===== src/hdl/tvce_pkg.sv =====
// Shared types, constants and table functions of the turtle vector command engine.
`default_nettype none

package tvce_pkg;

   localparam int SCREEN_WIDTH_DEF  = 320;
   localparam int SCREEN_HEIGHT_DEF = 240;
   localparam int QUEUE_DEPTH_DEF   = 4;
   localparam int FULL_TURN         = 360;

   localparam int COORD_W    = 24;
   localparam int PIX_W      = 16;
   localparam int COLOR_W    = 8;
   localparam int FUNC_W     = 3;
   localparam int HEAD_W     = 17;
   localparam int SINE_W     = 16;
   localparam int HV_W       = 26;
   localparam int CSR_IDX_W  = 2;
   localparam int CSR_DATA_W = 8;
   localparam int REQ_DATA_W = 72;
   localparam int RSP_DATA_W = 72;

   localparam logic [FUNC_W-1:0] FUNC_FORWARD  = 3'd0;
   localparam logic [FUNC_W-1:0] FUNC_RIGHT    = 3'd1;
   localparam logic [FUNC_W-1:0] FUNC_LEFT     = 3'd2;
   localparam logic [FUNC_W-1:0] FUNC_SET_HEAD = 3'd3;
   localparam logic [FUNC_W-1:0] FUNC_GOTO     = 3'd4;
   localparam logic [FUNC_W-1:0] FUNC_TELEPORT = 3'd5;

   localparam logic [CSR_IDX_W-1:0] CSR_PEN_DOWN  = 2'd0;
   localparam logic [CSR_IDX_W-1:0] CSR_PEN_COLOR = 2'd1;
   localparam logic [CSR_IDX_W-1:0] CSR_WRAP      = 2'd2;

   typedef enum logic [2:0] {
      KIND_FWD   = 3'd0,
      KIND_RIGHT = 3'd1,
      KIND_LEFT  = 3'd2,
      KIND_SET   = 3'd3,
      KIND_GOTO  = 3'd4,
      KIND_TELE  = 3'd5
   } kind_type;

   typedef struct packed {
      kind_type                   kind;
      logic signed [COORD_W-1:0]  amount;
      logic signed [COORD_W-1:0]  x_target;
      logic signed [COORD_W-1:0]  y_target;
   } cmd_type;

   typedef struct packed {
      logic                  valid;
      logic [CSR_IDX_W-1:0]  index;
      logic [CSR_DATA_W-1:0] data;
   } csr_write_type;

   // Quarter wave of sine in Q1.14, whole degrees 0 to 90.
   localparam logic signed [SINE_W-1:0] QUARTER_SINE [0:90] = '{
      16'sd0, 16'sd286, 16'sd572, 16'sd857, 16'sd1143, 16'sd1428, 16'sd1713,
      16'sd1997, 16'sd2280, 16'sd2563, 16'sd2845, 16'sd3126, 16'sd3406,
      16'sd3686, 16'sd3964, 16'sd4240, 16'sd4516, 16'sd4790, 16'sd5063,
      16'sd5334, 16'sd5604, 16'sd5872, 16'sd6138, 16'sd6402, 16'sd6664,
      16'sd6924, 16'sd7182, 16'sd7438, 16'sd7692, 16'sd7943, 16'sd8192,
      16'sd8438, 16'sd8682, 16'sd8923, 16'sd9162, 16'sd9397, 16'sd9630,
      16'sd9860, 16'sd10087, 16'sd10311, 16'sd10531, 16'sd10749, 16'sd10963,
      16'sd11174, 16'sd11381, 16'sd11585, 16'sd11786, 16'sd11982, 16'sd12176,
      16'sd12365, 16'sd12551, 16'sd12733, 16'sd12911, 16'sd13085, 16'sd13255,
      16'sd13421, 16'sd13583, 16'sd13741, 16'sd13894, 16'sd14044, 16'sd14189,
      16'sd14330, 16'sd14466, 16'sd14598, 16'sd14726, 16'sd14849, 16'sd14968,
      16'sd15082, 16'sd15191, 16'sd15296, 16'sd15396, 16'sd15491, 16'sd15582,
      16'sd15668, 16'sd15749, 16'sd15826, 16'sd15897, 16'sd15964, 16'sd16026,
      16'sd16083, 16'sd16135, 16'sd16182, 16'sd16225, 16'sd16262, 16'sd16294,
      16'sd16322, 16'sd16344, 16'sd16362, 16'sd16374, 16'sd16382, 16'sd16384
   };

   // Sine of a whole degree below a full turn, by quarter-wave symmetry.
   function automatic logic signed [SINE_W-1:0] sine_lookup(input logic [8:0] deg);
      logic [8:0]               half;
      logic [8:0]               quad;
      logic signed [SINE_W-1:0] mag;
      half = (deg < 9'd180) ? deg : deg - 9'd180;
      quad = (half <= 9'd90) ? half : 9'd180 - half;
      mag  = QUARTER_SINE[quad[6:0]];
      return (deg >= 9'd180) ? -mag : mag;
   endfunction

   // Degree whose sine is the cosine of deg.
   function automatic logic [8:0] cos_index(input logic [8:0] deg);
      return (deg >= 9'd270) ? deg - 9'd270 : deg + 9'd90;
   endfunction

   // Q16.8 to whole pixels, truncated toward zero, low 16 bits.
   function automatic logic [PIX_W-1:0] to_pixel(input logic signed [COORD_W-1:0] v);
      logic signed [COORD_W:0] biased;
      biased = 25'(v) + (v[COORD_W-1] ? 25'sd255 : 25'sd0);
      return biased[COORD_W-1:8];
   endfunction

   // Clamp to the signed Q16.8 range.
   function automatic logic signed [COORD_W-1:0] sat_coord(input logic signed [27:0] v);
      if (v > 28'sd8388607) begin
         return 24'sh7FFFFF;
      end
      if (v < -28'sd8388608) begin
         return 24'sh800000;
      end
      return v[COORD_W-1:0];
   endfunction

endpackage

`default_nettype wire


===== src/hdl/tvce_front.sv =====
// Command front end: takes request words and classifies the function code.
`default_nettype none

module tvce_front (
   input  logic                             req_tvalid,
   output logic                             req_tready,
   input  logic [tvce_pkg::REQ_DATA_W-1:0]  req_tdata,  // amount, x_target, y_target
   input  logic [tvce_pkg::FUNC_W-1:0]      req_tuser,  // func
   input  logic                             push_ready,
   output logic                             push_valid,
   output tvce_pkg::cmd_type                push_item
);
   import tvce_pkg::*;

   logic known;

   always_comb begin
      known          = 1'b1;
      push_item.kind = KIND_FWD;
      case (req_tuser)
         FUNC_FORWARD:  push_item.kind = KIND_FWD;
         FUNC_RIGHT:    push_item.kind = KIND_RIGHT;
         FUNC_LEFT:     push_item.kind = KIND_LEFT;
         FUNC_SET_HEAD: push_item.kind = KIND_SET;
         FUNC_GOTO:     push_item.kind = KIND_GOTO;
         FUNC_TELEPORT: push_item.kind = KIND_TELE;
         default:       known = 1'b0;
      endcase
      push_item.amount   = $signed(req_tdata[23:0]);
      push_item.x_target = $signed(req_tdata[47:24]);
      push_item.y_target = $signed(req_tdata[71:48]);
   end

   // Unused function codes are taken and dropped here.
   assign req_tready = push_ready;
   assign push_valid = req_tvalid && known;

endmodule

`default_nettype wire


===== src/hdl/tvce_queue.sv =====
// Short command queue between the front end and the execution back end.
`default_nettype none

module tvce_queue #(
   parameter int DEPTH = tvce_pkg::QUEUE_DEPTH_DEF
) (
   input  logic               clock,
   input  logic               reset,
   input  logic               push_valid,
   output logic               push_ready,
   input  tvce_pkg::cmd_type  push_item,
   output logic               pop_valid,
   input  logic               pop_ready,
   output tvce_pkg::cmd_type  pop_item
);
   import tvce_pkg::*;

   localparam int PTR_W = $clog2(DEPTH);
   localparam int CNT_W = $clog2(DEPTH + 1);

   cmd_type           slots_ff [DEPTH];
   logic [PTR_W-1:0]  wr_ptr_ff;
   logic [PTR_W-1:0]  rd_ptr_ff;
   logic [CNT_W-1:0]  count_ff;
   logic              push;
   logic              pop;

   assign push_ready = (count_ff != CNT_W'(DEPTH));
   assign pop_valid  = (count_ff != '0);
   assign pop_item   = slots_ff[rd_ptr_ff];
   assign push       = push_valid && push_ready;
   assign pop        = pop_valid && pop_ready;

   always_ff @(posedge clock) begin
      if (reset) begin
         wr_ptr_ff <= '0;
         rd_ptr_ff <= '0;
         count_ff  <= '0;
      end else begin
         if (push) begin
            wr_ptr_ff <= (wr_ptr_ff == PTR_W'(DEPTH - 1)) ? '0 : wr_ptr_ff + 1'b1;
         end
         if (pop) begin
            rd_ptr_ff <= (rd_ptr_ff == PTR_W'(DEPTH - 1)) ? '0 : rd_ptr_ff + 1'b1;
         end
         if (push && !pop) begin
            count_ff <= count_ff + 1'b1;
         end else if (pop && !push) begin
            count_ff <= count_ff - 1'b1;
         end
      end
   end

   always_ff @(posedge clock) begin
      if (push) begin
         slots_ff[wr_ptr_ff] <= push_item;
      end
   end

endmodule

`default_nettype wire


===== src/hdl/tvce_mod_unit.sv =====
// Floor modulo of a Q.8 value by a constant times 256, by reciprocal multiply.
`default_nettype none

module tvce_mod_unit #(
   parameter int MODULUS = tvce_pkg::SCREEN_WIDTH_DEF,
   parameter int IN_W    = tvce_pkg::COORD_W
) (
   input  logic                          clock,
   input  logic signed [IN_W-1:0]        in_value,
   output logic [$clog2(MODULUS)+7:0]    out_value
);
   localparam int INT_W   = IN_W - 8;
   localparam int U_W     = IN_W - 7;
   localparam int OFFSET  = MODULUS * ((2 ** (INT_W - 1) + MODULUS - 1) / MODULUS);
   localparam int SHIFT   = 28;
   localparam int RECIP   = (2 ** SHIFT) / MODULUS;
   localparam int RECIP_W = $clog2(RECIP + 1);
   localparam int PROD_W  = U_W + RECIP_W;
   localparam int REM_W   = $clog2(MODULUS);

   logic [U_W-1:0]    u_in;
   logic [U_W-1:0]    u_ff;
   logic [U_W-1:0]    q_ff;
   logic [7:0]        frac_ff;
   logic [PROD_W-1:0] prod;
   logic [U_W-1:0]    r_raw;
   logic [U_W-1:0]    r_fix;

   // Bias the integer part by a multiple of the modulus so it is never negative.
   assign u_in = U_W'($signed(in_value[IN_W-1:8])) + U_W'(OFFSET);
   assign prod = PROD_W'(u_in) * PROD_W'(RECIP);

   always_ff @(posedge clock) begin
      u_ff    <= u_in;
      q_ff    <= U_W'(prod >> SHIFT);
      frac_ff <= in_value[7:0];
   end

   // The quotient estimate is low by at most one: one correction step.
   assign r_raw     = u_ff - U_W'(q_ff * U_W'(MODULUS));
   assign r_fix     = (r_raw >= U_W'(MODULUS)) ? r_raw - U_W'(MODULUS) : r_raw;
   assign out_value = {r_fix[REM_W-1:0], frac_ff};

endmodule

`default_nettype wire


===== src/hdl/tvce_back.sv =====
// Execution back end: heading, position, wrapping and segment output.
`default_nettype none

module tvce_back #(
   parameter int SCREEN_WIDTH  = tvce_pkg::SCREEN_WIDTH_DEF,
   parameter int SCREEN_HEIGHT = tvce_pkg::SCREEN_HEIGHT_DEF
) (
   input  logic                             clock,
   input  logic                             reset,
   input  tvce_pkg::csr_write_type          csr,
   input  logic                             pop_valid,
   output logic                             pop_ready,
   input  tvce_pkg::cmd_type                pop_item,
   output logic                             rsp_tvalid,
   input  logic                             rsp_tready,
   output logic [tvce_pkg::RSP_DATA_W-1:0]  rsp_tdata,
   output logic                             rsp_tlast
);
   import tvce_pkg::*;

   localparam int WX_W = $clog2(SCREEN_WIDTH) + 8;
   localparam int WY_W = $clog2(SCREEN_HEIGHT) + 8;
   localparam logic signed [COORD_W-1:0] SPAN_X = COORD_W'(SCREEN_WIDTH * 256);
   localparam logic signed [COORD_W-1:0] SPAN_Y = COORD_W'(SCREEN_HEIGHT * 256);

   typedef enum logic [7:0] {
      ST_IDLE = 8'b0000_0001,
      ST_MUL  = 8'b0000_0010,
      ST_SUM  = 8'b0000_0100,
      ST_HMOD = 8'b0000_1000,
      ST_HWR  = 8'b0001_0000,
      ST_MOVE = 8'b0010_0000,
      ST_SEG1 = 8'b0100_0000,
      ST_SEG2 = 8'b1000_0000
   } state_type;

   state_type                   state_ff;
   state_type                   state_in;
   logic                        pen_down_ff;
   logic [COLOR_W-1:0]          pen_color_ff;
   logic                        wrap_ff;
   logic signed [COORD_W-1:0]   pos_x_ff;
   logic signed [COORD_W-1:0]   pos_y_ff;
   logic [HEAD_W-1:0]           heading_ff;
   logic signed [COORD_W-1:0]   amount_ff;
   logic signed [SINE_W-1:0]    sin_ff;
   logic signed [SINE_W-1:0]    cos_ff;
   logic signed [39:0]          prod_x_ff;
   logic signed [39:0]          prod_y_ff;
   logic signed [HV_W-1:0]      hv_ff;
   logic signed [COORD_W-1:0]   nx_ff;
   logic signed [COORD_W-1:0]   ny_ff;
   logic                        draw_ff;
   logic signed [COORD_W-1:0]   ox_ff;
   logic signed [COORD_W-1:0]   oy_ff;
   logic [WX_W-1:0]             wx_ff;
   logic [WY_W-1:0]             wy_ff;
   logic [WX_W-1:0]             wox_ff;
   logic [WY_W-1:0]             woy_ff;
   logic                        rsp_valid_ff;
   logic [RSP_DATA_W-1:0]       rsp_data_ff;
   logic                        rsp_last_ff;

   logic                        slot_free;
   logic [8:0]                  head_deg;
   logic signed [HV_W-1:0]      head_ext;
   logic signed [HV_W-1:0]      amt_ext;
   logic signed [HV_W-1:0]      hv_next;
   logic [HEAD_W-1:0]           head_wrap;
   logic [WX_W-1:0]             wnx;
   logic [WY_W-1:0]             wny;
   logic [WX_W-1:0]             wpx;
   logic [WY_W-1:0]             wpy;
   logic signed [41:0]          round_x;
   logic signed [41:0]          round_y;
   logic signed [27:0]          sum_x;
   logic signed [27:0]          sum_y;
   logic signed [COORD_W-1:0]   wx_s;
   logic signed [COORD_W-1:0]   wy_s;
   logic signed [COORD_W-1:0]   wox_s;
   logic signed [COORD_W-1:0]   woy_s;
   logic signed [COORD_W-1:0]   sx2;
   logic signed [COORD_W-1:0]   sy2;

   tvce_mod_unit #(.MODULUS(FULL_TURN), .IN_W(HV_W)) u_mod_head (
      .clock(clock), .in_value(hv_ff), .out_value(head_wrap)
   );
   tvce_mod_unit #(.MODULUS(SCREEN_WIDTH), .IN_W(COORD_W)) u_mod_nx (
      .clock(clock), .in_value(nx_ff), .out_value(wnx)
   );
   tvce_mod_unit #(.MODULUS(SCREEN_HEIGHT), .IN_W(COORD_W)) u_mod_ny (
      .clock(clock), .in_value(ny_ff), .out_value(wny)
   );
   tvce_mod_unit #(.MODULUS(SCREEN_WIDTH), .IN_W(COORD_W)) u_mod_px (
      .clock(clock), .in_value(pos_x_ff), .out_value(wpx)
   );
   tvce_mod_unit #(.MODULUS(SCREEN_HEIGHT), .IN_W(COORD_W)) u_mod_py (
      .clock(clock), .in_value(pos_y_ff), .out_value(wpy)
   );

   assign slot_free  = !rsp_valid_ff || rsp_tready;
   assign pop_ready  = (state_ff == ST_IDLE);
   assign rsp_tvalid = rsp_valid_ff;
   assign rsp_tdata  = rsp_data_ff;
   assign rsp_tlast  = rsp_last_ff;

   assign head_deg = heading_ff[HEAD_W-1:8];
   assign head_ext = HV_W'(heading_ff);
   assign amt_ext  = HV_W'(pop_item.amount);

   always_comb begin
      case (pop_item.kind)
         KIND_RIGHT: hv_next = head_ext - amt_ext;
         KIND_LEFT:  hv_next = head_ext + amt_ext;
         default:    hv_next = amt_ext;
      endcase
   end

   // Round the Q.22 products to Q16.8 by adding one half and taking the floor, then add and clamp.
   assign round_x = 42'(prod_x_ff) + 42'sd8192;
   assign round_y = 42'sd8192 - 42'(prod_y_ff);
   assign sum_x   = 28'(pos_x_ff) + $signed(round_x[41:14]);
   assign sum_y   = 28'(pos_y_ff) + $signed(round_y[41:14]);

   // Wrapped segment start, per axis: wrapped old position moved one screen, or old if no wrap.
   assign wx_s  = COORD_W'(wx_ff);
   assign wy_s  = COORD_W'(wy_ff);
   assign wox_s = COORD_W'(wox_ff);
   assign woy_s = COORD_W'(woy_ff);

   always_comb begin
      if (wx_s < nx_ff) begin
         sx2 = wox_s - SPAN_X;
      end else if (wx_s > nx_ff) begin
         sx2 = wox_s + SPAN_X;
      end else begin
         sx2 = ox_ff;
      end
      if (wy_s < ny_ff) begin
         sy2 = woy_s - SPAN_Y;
      end else if (wy_s > ny_ff) begin
         sy2 = woy_s + SPAN_Y;
      end else begin
         sy2 = oy_ff;
      end
   end

   always_comb begin
      state_in = state_ff;
      case (state_ff)
         ST_IDLE: begin
            if (pop_valid) begin
               case (pop_item.kind)
                  KIND_FWD:                       state_in = ST_MUL;
                  KIND_RIGHT, KIND_LEFT, KIND_SET: state_in = ST_HMOD;
                  KIND_GOTO, KIND_TELE:           state_in = ST_MOVE;
                  default:                        state_in = ST_IDLE;
               endcase
            end
         end
         ST_MUL:  state_in = ST_SUM;
         ST_SUM:  state_in = ST_MOVE;
         ST_HMOD: state_in = ST_HWR;
         ST_HWR:  state_in = ST_IDLE;
         ST_MOVE: state_in = ST_SEG1;
         ST_SEG1: begin
            if (!draw_ff || slot_free) begin
               state_in = (draw_ff && wrap_ff) ? ST_SEG2 : ST_IDLE;
            end
         end
         ST_SEG2: begin
            if (slot_free) begin
               state_in = ST_IDLE;
            end
         end
         default: state_in = ST_IDLE;
      endcase
   end

   always_ff @(posedge clock) begin
      if (reset) begin
         state_ff     <= ST_IDLE;
         pen_down_ff  <= 1'b0;
         pen_color_ff <= '0;
         wrap_ff      <= 1'b0;
         pos_x_ff     <= '0;
         pos_y_ff     <= '0;
         heading_ff   <= '0;
         rsp_valid_ff <= 1'b0;
      end else begin
         state_ff <= state_in;
         if (csr.valid) begin
            case (csr.index)
               CSR_PEN_DOWN:  pen_down_ff  <= csr.data[0];
               CSR_PEN_COLOR: pen_color_ff <= csr.data;
               CSR_WRAP:      wrap_ff      <= csr.data[0];
               default:       ;
            endcase
         end
         if (rsp_valid_ff && rsp_tready) begin
            rsp_valid_ff <= 1'b0;
         end
         case (state_ff)
            ST_HWR: heading_ff <= head_wrap;
            ST_SEG1: begin
               if (!draw_ff || slot_free) begin
                  if (draw_ff) begin
                     rsp_valid_ff <= 1'b1;
                  end
                  if (wrap_ff) begin
                     pos_x_ff <= COORD_W'(wnx);
                     pos_y_ff <= COORD_W'(wny);
                  end else begin
                     pos_x_ff <= nx_ff;
                     pos_y_ff <= ny_ff;
                  end
               end
            end
            ST_SEG2: begin
               if (slot_free) begin
                  rsp_valid_ff <= 1'b1;
               end
            end
            default: ;
         endcase
      end
   end

   // Payload registers.
   always_ff @(posedge clock) begin
      case (state_ff)
         ST_IDLE: begin
            if (pop_valid) begin
               amount_ff <= pop_item.amount;
               sin_ff    <= sine_lookup(head_deg);
               cos_ff    <= sine_lookup(cos_index(head_deg));
               hv_ff     <= hv_next;
               nx_ff     <= pop_item.x_target;
               ny_ff     <= pop_item.y_target;
               draw_ff   <= pen_down_ff &&
                            (pop_item.kind == KIND_FWD || pop_item.kind == KIND_GOTO);
            end
         end
         ST_MUL: begin
            prod_x_ff <= 40'(amount_ff) * 40'(sin_ff);
            prod_y_ff <= 40'(amount_ff) * 40'(cos_ff);
         end
         ST_SUM: begin
            nx_ff <= sat_coord(sum_x);
            ny_ff <= sat_coord(sum_y);
         end
         ST_SEG1: begin
            // Hold the old position and all wrapped values for the second word.
            ox_ff  <= pos_x_ff;
            oy_ff  <= pos_y_ff;
            wx_ff  <= wnx;
            wy_ff  <= wny;
            wox_ff <= wpx;
            woy_ff <= wpy;
            if (draw_ff && slot_free) begin
               rsp_data_ff <= {pen_color_ff, to_pixel(ny_ff), to_pixel(nx_ff),
                               to_pixel(pos_y_ff), to_pixel(pos_x_ff)};
               rsp_last_ff <= !wrap_ff;
            end
         end
         ST_SEG2: begin
            if (slot_free) begin
               rsp_data_ff <= {pen_color_ff, to_pixel(wy_s), to_pixel(wx_s),
                               to_pixel(sy2), to_pixel(sx2)};
               rsp_last_ff <= 1'b1;
            end
         end
         default: ;
      endcase
   end

endmodule

`default_nettype wire


===== src/hdl/turtle_vector_command_engine.sv =====
// Flow: a command waits in the queue until the back end is idle; go to and teleport
//   pass through MOVE and SEG1, forward through MUL, SUM, MOVE and SEG1, turns and set
//   heading through HMOD and HWR. The back end takes a new command only from idle, and
//   SEG1 and SEG2 wait on the response; the queue takes a word per cycle while it has room.
// Reset: synchronous, active high; clears position, heading, CSR settings and the queue.
`default_nettype none

module turtle_vector_command_engine #(
   parameter int SCREEN_WIDTH  = tvce_pkg::SCREEN_WIDTH_DEF,
   parameter int SCREEN_HEIGHT = tvce_pkg::SCREEN_HEIGHT_DEF,
   parameter int QUEUE_DEPTH   = tvce_pkg::QUEUE_DEPTH_DEF
) (
   input  logic                             clock,
   input  logic                             reset,
   input  logic                             req_tvalid,
   output logic                             req_tready,
   input  logic [tvce_pkg::REQ_DATA_W-1:0]  req_tdata,  // amount, x_target, y_target
   input  logic [tvce_pkg::FUNC_W-1:0]      req_tuser,  // func
   output logic                             rsp_tvalid,
   input  logic                             rsp_tready,
   output logic [tvce_pkg::RSP_DATA_W-1:0]  rsp_tdata,  // start_x, start_y, end_x, end_y,
                                                        // line_color
   output logic                             rsp_tlast,  // last_segment
   input  logic                             csr_valid,
   output logic                             csr_ready,
   input  logic [tvce_pkg::CSR_IDX_W-1:0]   csr_index,
   input  logic [tvce_pkg::CSR_DATA_W-1:0]  csr_data
);
   import tvce_pkg::*;

   logic          push_valid;
   logic          push_ready;
   cmd_type       push_item;
   logic          pop_valid;
   logic          pop_ready;
   cmd_type       pop_item;
   csr_write_type csr;

   assign csr_ready  = 1'b1;
   assign csr.valid  = csr_valid;
   assign csr.index  = csr_index;
   assign csr.data   = csr_data;

   tvce_front u_front (
      .req_tvalid (req_tvalid),
      .req_tready (req_tready),
      .req_tdata  (req_tdata),
      .req_tuser  (req_tuser),
      .push_ready (push_ready),
      .push_valid (push_valid),
      .push_item  (push_item)
   );

   tvce_queue #(.DEPTH(QUEUE_DEPTH)) u_queue (
      .clock      (clock),
      .reset      (reset),
      .push_valid (push_valid),
      .push_ready (push_ready),
      .push_item  (push_item),
      .pop_valid  (pop_valid),
      .pop_ready  (pop_ready),
      .pop_item   (pop_item)
   );

   tvce_back #(.SCREEN_WIDTH(SCREEN_WIDTH), .SCREEN_HEIGHT(SCREEN_HEIGHT)) u_back (
      .clock      (clock),
      .reset      (reset),
      .csr        (csr),
      .pop_valid  (pop_valid),
      .pop_ready  (pop_ready),
      .pop_item   (pop_item),
      .rsp_tvalid (rsp_tvalid),
      .rsp_tready (rsp_tready),
      .rsp_tdata  (rsp_tdata),
      .rsp_tlast  (rsp_tlast)
   );

endmodule

`default_nettype wire


===== config.mk =====
export PLATFORM = sky130hd
export DESIGN_NAME = turtle_vector_command_engine
export DESIGN_NICKNAME = d
export VERILOG_FILES = /design/src/hdl/tvce_pkg.sv /design/src/hdl/tvce_front.sv /design/src/hdl/tvce_queue.sv /design/src/hdl/tvce_mod_unit.sv /design/src/hdl/tvce_back.sv /design/src/hdl/turtle_vector_command_engine.sv
export SDC_FILE = /design/constraint.sdc
export NUM_CORES = 2
export LEC_CHECK = 0
export BUFFER_PORTS_ARGS = -buffer_cell sky130_fd_sc_hd__buf_2
export CORE_ASPECT_RATIO = 1.4
export CORE_MARGIN = 2
export CORE_UTILIZATION = 30
export CTS_CLUSTER_DIAMETER = 120
export DETAILED_ROUTE_END_ITERATION = 8
export SYNTH_ARGS = -nofsm -noshare
export SYNTH_HDL_FRONTEND = slang
export SYNTH_HIERARCHICAL = 1
export SYNTH_SLANG_ARGS = --single-unit
export TNS_END_PERCENT = 10

===== constraint.sdc =====
create_clock -name clock -period 18.8 [get_ports clock]
set_input_delay 3.76 -clock clock [delete_from_list [all_inputs] [get_ports clock]]
set_output_delay 3.76 -clock clock [all_outputs]
set_load 0.05 [all_outputs]

* Yosys cells after proc, flatten, opt, wreduce, memory -nomap -nowiden
Memory sizes are Yosys's and may differ from the RTL's. A register that Yosys moved wholly into a read port is not among the register bits. Cells that the tools add are included.
Cells by class: order comparisons 22, muxes and demuxes 78, reduce and logical (&&, ||, !) cells 35, equal/unequal tests 27, multipliers 12, bitwise gates (word level) 2, shifts and indexed selects 0, divide/modulo/power cells 0, add/sub/neg operators 43
Operator list (number):
- $mux 24 | 16
- $add 24x9->24 | 6
- $mux 72 | 2
- $pmux 72 s2 | 1
- $mux 16 | 6
- $mux 8 | 12
- $pmux 24 s2 | 2
- $mul 24x16->40 | 2
- $mul 17x21->38 const B | 2
- $mul 17x18->35 const B | 2
- $add 16x17->17 const B | 4
- $sub 17x17->17 | 4
- $add 24x27->28 | 2
- $gt 28x24->1 const B | 2
- $lt 28x24->1 const B | 2
- $pmux 8 s7 | 1
- $mux 9 | 6
- $pmux 26 s2 | 1
- $add 40x15->41 const B | 1
- $sub 15x40->41 const A | 1
- $mul 19x19->38 const B | 1
- $sub 9x9->9 const B | 4
- $ge 17x8->1 const B | 2
- $ge 17x9->1 const B | 2
- 64 further kinds | 135
Storage, ports and cells: input bits 90, register bits 665, ROM bits 4096, RAM bits 300, latch bits 0, output and inout bits 76, memories kept 3, word-level logic and storage cells 265
Memory list:
- (name not given) | words 128, width 16, read ports 1, clocked after Yosys merged registers in 0, wr ports 0, RTL line tvce_pkg.sv:82 | mag = QUARTER_SINE[quad[6:0]];
- (name not given) | words 128, width 16, read ports 1, clocked after Yosys merged registers in 0, wr ports 0, RTL line tvce_pkg.sv:82
- u_queue.slots_ff | words 4, width 75, read ports 1, clocked after Yosys merged registers in 1, wr ports 1, RTL line tvce_queue.sv:21 | cmd_type slots_ff [DEPTH];

* Logic depth before layout (Yosys ltp)
depth in word-level cells 12, depth in mapped cells 31, gate-level depth less buffers 30

* Modules after synthesis
The synthesis kept the hierarchy.
Modules (own cells, without submodules):
- tvce_back | seq. area each 13212.7 µm², area an instance 58053.2 µm², cells each 6351, instances 1
- tvce_mod_unit (u_back.u_mod_nx ...) | seq. area each 680.7 µm², area an instance 5780.5 µm², cells each 615, instances 2
- tvce_queue | seq. area each 9188.8 µm², area an instance 11299.6 µm², cells each 439, instances 1
- tvce_mod_unit (u_back.u_mod_head) | seq. area each 760.7 µm², area an instance 8847.2 µm², cells each 946, instances 1
- tvce_mod_unit (u_back.u_mod_py) | seq. area each 700.7 µm², area an instance 4892.2 µm², cells each 533, instances 1
- tvce_mod_unit (u_back.u_mod_ny) | seq. area each 700.7 µm², area an instance 4598.2 µm², cells each 479, instances 1
- tvce_front | seq. area each 0.0 µm², area an instance 615.6 µm², cells each 82, instances 1
- turtle_vector_command_engine | seq. area each 0.0 µm², area an instance 11.3 µm², cells each 2, instances 1

* Worst setup path before layout
No wires, ideal clock.
path type register to register, start point register u_back.state_ff[3], end point register u_back.rsp_data_ff[0], in the netlist u_back/rsp_tdata[0] (enable), data required time 18.295 ns, stages on the path, launching flop included 7, slack 4.462 ns, data arrival time 13.833 ns, path through dfxtp_1 -> nor2_1 -> nand2_1 -> or3_1 -> nor3b_1 -> a21oi_1 -> nor2_1
Between the ends: longest elaborated chain between the ends 3, elaborated cells between the ends (all ways) 6, those cells by class 4 x eq/ne; 2 x reduce/logical
Ends and longest elaborated chain:
- start, declared | RTL line tvce_back.sv:37 | state_type state_ff;
- start signal, assigned | RTL line tvce_back.sv:191 | state_ff <= state_in;
- $eq 8x8->1 or $eq 8x7->1 (tied branches) | RTL line tvce_back.sv:231 | case (state_ff)
- $ne 2x1->1 (no source line) or $reduce_bool 2->1 (tied branches)
- $reduce_and 3->1 (no source line) *
- end signal, assigned | RTL line tvce_back.sv:261 | rsp_data_ff <= {pen_color_ff, to_pixel(ny_ff), to_pixel(nx_ff),
- end signal, assigned | RTL line tvce_back.sv:268 | rsp_data_ff <= {pen_color_ff, to_pixel(wy_s), to_pixel(wx_s),
- end, declared | RTL line tvce_back.sv:61 | logic [RSP_DATA_W-1:0] rsp_data_ff;
Mark *: on every way between the ends. The rest lies on a longest branch, timed or not. A chain may end at the register's enable or synchronous reset.

* Final worst setup path
start point register u_back.sin_ff[2], end point register u_back.prod_x_ff[39] (data pin)
Between the ends: longest elaborated chain between the ends 1
Ends and longest elaborated chain:
- start, declared | RTL line tvce_back.sv:46 | logic signed [SINE_W-1:0] sin_ff;
- start signal, assigned | RTL line tvce_back.sv:235 | sin_ff <= sine_lookup(head_deg);
- $mul 24x16->40 | RTL line tvce_back.sv:245 | prod_x_ff <= 40'(amount_ff) * 40'(sin_ff);
- end signal, assigned | RTL line tvce_back.sv:245
- end, declared | RTL line tvce_back.sv:48 | logic signed [39:0] prod_x_ff;
Every way passes these cells.

==> results by group <==
Yosys
  – Netlist Area Pre-Place: 99900 um2
  – Top-count cell post-synth: inv_1
  – Synth cell types: 127
  – Yosys top cell area share: 21.9%
  – Register area share after synthesis: 26.0%
  – EDFF count, synth: 684
  – Gate Count Post-Synth: 10100
  – Yosys warns: 6
  – Yosys reg bits: 953
  – Synth top cells by count: inv_1 (1732), fa_1 (1092), ha_1 (1064), nand2_1 (868), edfxtp_1 (684)
  – Ys flop type: edfxtp_1
  – Syn Nets: 12300
  – Area leader, netlist: fa_1
  – Syn_area_per_cell: 9.93 um2
  – FFs w/ async S/R, synth: 0%
  – Top cells by area, synth: fa_1 (22%), edfxtp_1 (21%), ha_1 (13%)

Placement
  – Hpwl dp: 203 mm
  – Pre-CTS WS: 10040 ps
  – Dpl cells: 14300
  – RD Place Congestion: 0.903
  – PortBufs: 164

Global routing
  – Pin count of the biggest net entering global routing: 85
  – Initial antenna violation count: 14
  – First-pass GRT wire length: 412 mm
  – Grt ovf: 0
  – Vias in the first global route: 74600
  – Total GRT Usage: 15.3%

Drt
  – Wire length per cell: 17.8 um
  – Detailed Route WL: 259 mm
  – Post-DRT Antenna Nets: 0
  – DRC: 0
  – Iteration-0 DRC Markers: 4440
  – Drt via density: 4.88
  – Vias after detailed routing: 70700
  – DRT Pass-1 Iters: 6

CTS
  – CTS Sinks: 953
  – Post-CTS Hold Buffers: 0
  – Root buf cell: clkbuf_16
  – CTS Buffer Depth: 3
  – Total setup buffers inserted after CTS: 0
  – CTS buffer count: 103
  – Post-CTS resize count: 0
  – # H-tree levels: 3
  – Clock latency on the worst-skew pair: 750 ps
  – Clock-pin slew on the worst setup and hold paths: 60 ps
  – CTS tree: built

Timing
  – Fin Clk Skew: 38.6 ps
  – Unrepaired setup endpoints after global routing: no
  – Slew headroom: 9.43%
  – Worst Tran Pin Value: 1350 ps
  – Period Utilization, post-route: 46.6%
  – Fin crit period: 8770 ps
  – Final Slew Violations: 0
  – Hold slack final: 340 ps
  – Setup violators final: 0
  – Final Hold Vio Count: 0
  – Final setup margin: 10030 ps
  – Max Fclk: 0.114 GHz
  – Setup TNS: 0 ps

Floorplan
  – Die area: 338000 um2
  – Die Ht: 687 um
  – # rows: 250
  – Initial Utilization: 30.2%
  – Core area: 331000 um2
  – Io pins: 166
  – Die width: 492 um

Critical path
  – CP max-delay cell: edfxtp_1
  – Crit path max fanout: 24
  – CP max stage delay: 1080 ps
  – Worst path most repeated cell: fa_1
  – Setup crit end kind: flip-flop
  – Data arrival time of the critical path: 9230 ps
  – WP buf/inv: 3
  – Family with the most delay on the worst path: adder cells
  – WS Path Type: flip-flop to flip-flop
  – Required time of the critical path: 19270 ps
  – CP Launch Type: flip-flop

Finish
  – Synth-to-layout area growth: 8.43%
  – Final Non-Filler Cells: 14500
  – Nets: 12200
  – Fill count: 33800
  – Share of cells above drive strength 1: 6.61%

Flow run
  – Max Cap Viol: 0

Worst hold path
  – Hold WC Path Type: flip-flop to flip-flop

Status
  – Status: finished, final reports clean
## area by class of cell
type                            count  area (um2)  area share [%]
Sequential cell                   953       25900            23.9
Clock inverter                     70         638           0.589
Clock buffer                      123        2810            2.59
Inverter                         1738        6530            6.03
Tap cell                         4410        5520            5.10
Multi-Input combinational cell   6941       65300            60.3
Timing Repair Buffer              259        1540            1.42
Antenna cell                        1        2.50         0.00231
## state kept, by name (all words and copies together), names as in the netlist, 25 cells and up, named ones only
signal and cells:
u_back/prod_y_ff 40, u_back/hv_ff 25, u_queue/slots_ff 300, u_back/prod_x_ff 27, u_back/rsp_tdata 72
## cell families (layout without fill, tap and decap cells)
family	count (synthesis)	after routing	synth area share [%]
AND/OR/NAND/NOR	2509	2509	12.2
buffers and inverters	2168	2190	8.71
adder cells (fa/ha/maj)	2156	2156	35.2
AO/OA/AOI/OAI	1586	1586	10.7
flip-flops	953	953	26.0
XOR/XNOR	512	512	4.50
multiplexers	175	175	2.72
other	3	4	0.0113
## stage by stage
step                      utilization (%)  cell area (um2)
after global placement               31.7           105000
after floorplan                         -            99900
after CTS                            32.7           108000
final                                32.7           108000
after global routing                 32.7           108000
after detailed placement             31.7           105000
## cells in the final DEF (no fill, tap or decap), types with 19 or more instances in the layout
| cell | count |
|---|---|
| or2_2 | 25 |
| nor2_1 | 483 |
| nand2_1 | 867 |
| a21oi_1 | 408 |
| o21bai_1 | 32 |
| or3_1 | 41 |
| fa_1 | 1092 |
| edfxtp_1 | 684 |
| o21ai_0 | 323 |
| nor4_1 | 46 |
| inv_1 | 1731 |
| clkbuf_16 | 106 |
| nor3_1 | 160 |
| ha_1 | 1064 |
| buf_2 | 163 |
| nand3_1 | 166 |
| mux4_2 | 75 |
| nand4_1 | 71 |
| a31oi_1 | 61 |
| nand3b_1 | 34 |
| a21o_1 | 121 |
| xor2_1 | 188 |
| buf_4 | 96 |
| o31ai_1 | 50 |
| o21a_1 | 61 |
| o211ai_1 | 56 |
| a211oi_1 | 94 |
| dfxtp_1 | 266 |
| and2_1 | 328 |
| o221ai_1 | 23 |
| a211o_1 | 19 |
| nor2b_1 | 50 |
| mux2i_1 | 90 |
| xnor2_1 | 323 |
| clkinv_2 | 20 |
| and3_1 | 62 |
| nand2b_1 | 63 |
## metal layers
| layer | GRT usage [%] | up-vias | wire length, um |
|---|---|---|---|
| li1 | - | 33500 | - |
| met1 | 17.8 | 35000 | 103000 |
| met2 | 28.5 | 1678 | 135000 |
| met3 | 1.67 | 522 | 10600 |
| met4 | 5.92 | 12 | 10400 |
| met5 | 0 | - | 77 |
## worst paths after layout
path                              start                              endpoint  slack [ps]  cells after the start
max          u_back/sin_ff[2]$_DFFE_PP_        u_back/prod_x_ff[39]$_DFFE_PP_       10030                     27
min           u_back/hv_ff[4]$_DFFE_PP_  u_back/u_mod_head/frac_ff[4]$_DFF_P_         340                      0
max reg2reg  u_back/sin_ff[2]$_DFFE_PP_        u_back/prod_x_ff[39]$_DFFE_PP_       10030                     27
min reg2reg   u_back/hv_ff[4]$_DFFE_PP_  u_back/u_mod_head/frac_ff[4]$_DFF_P_         340                      0
Power is left out: the tool's default activity adds up to more than one toggle a clock period on the data nets, which glitch-free logic cannot reach.
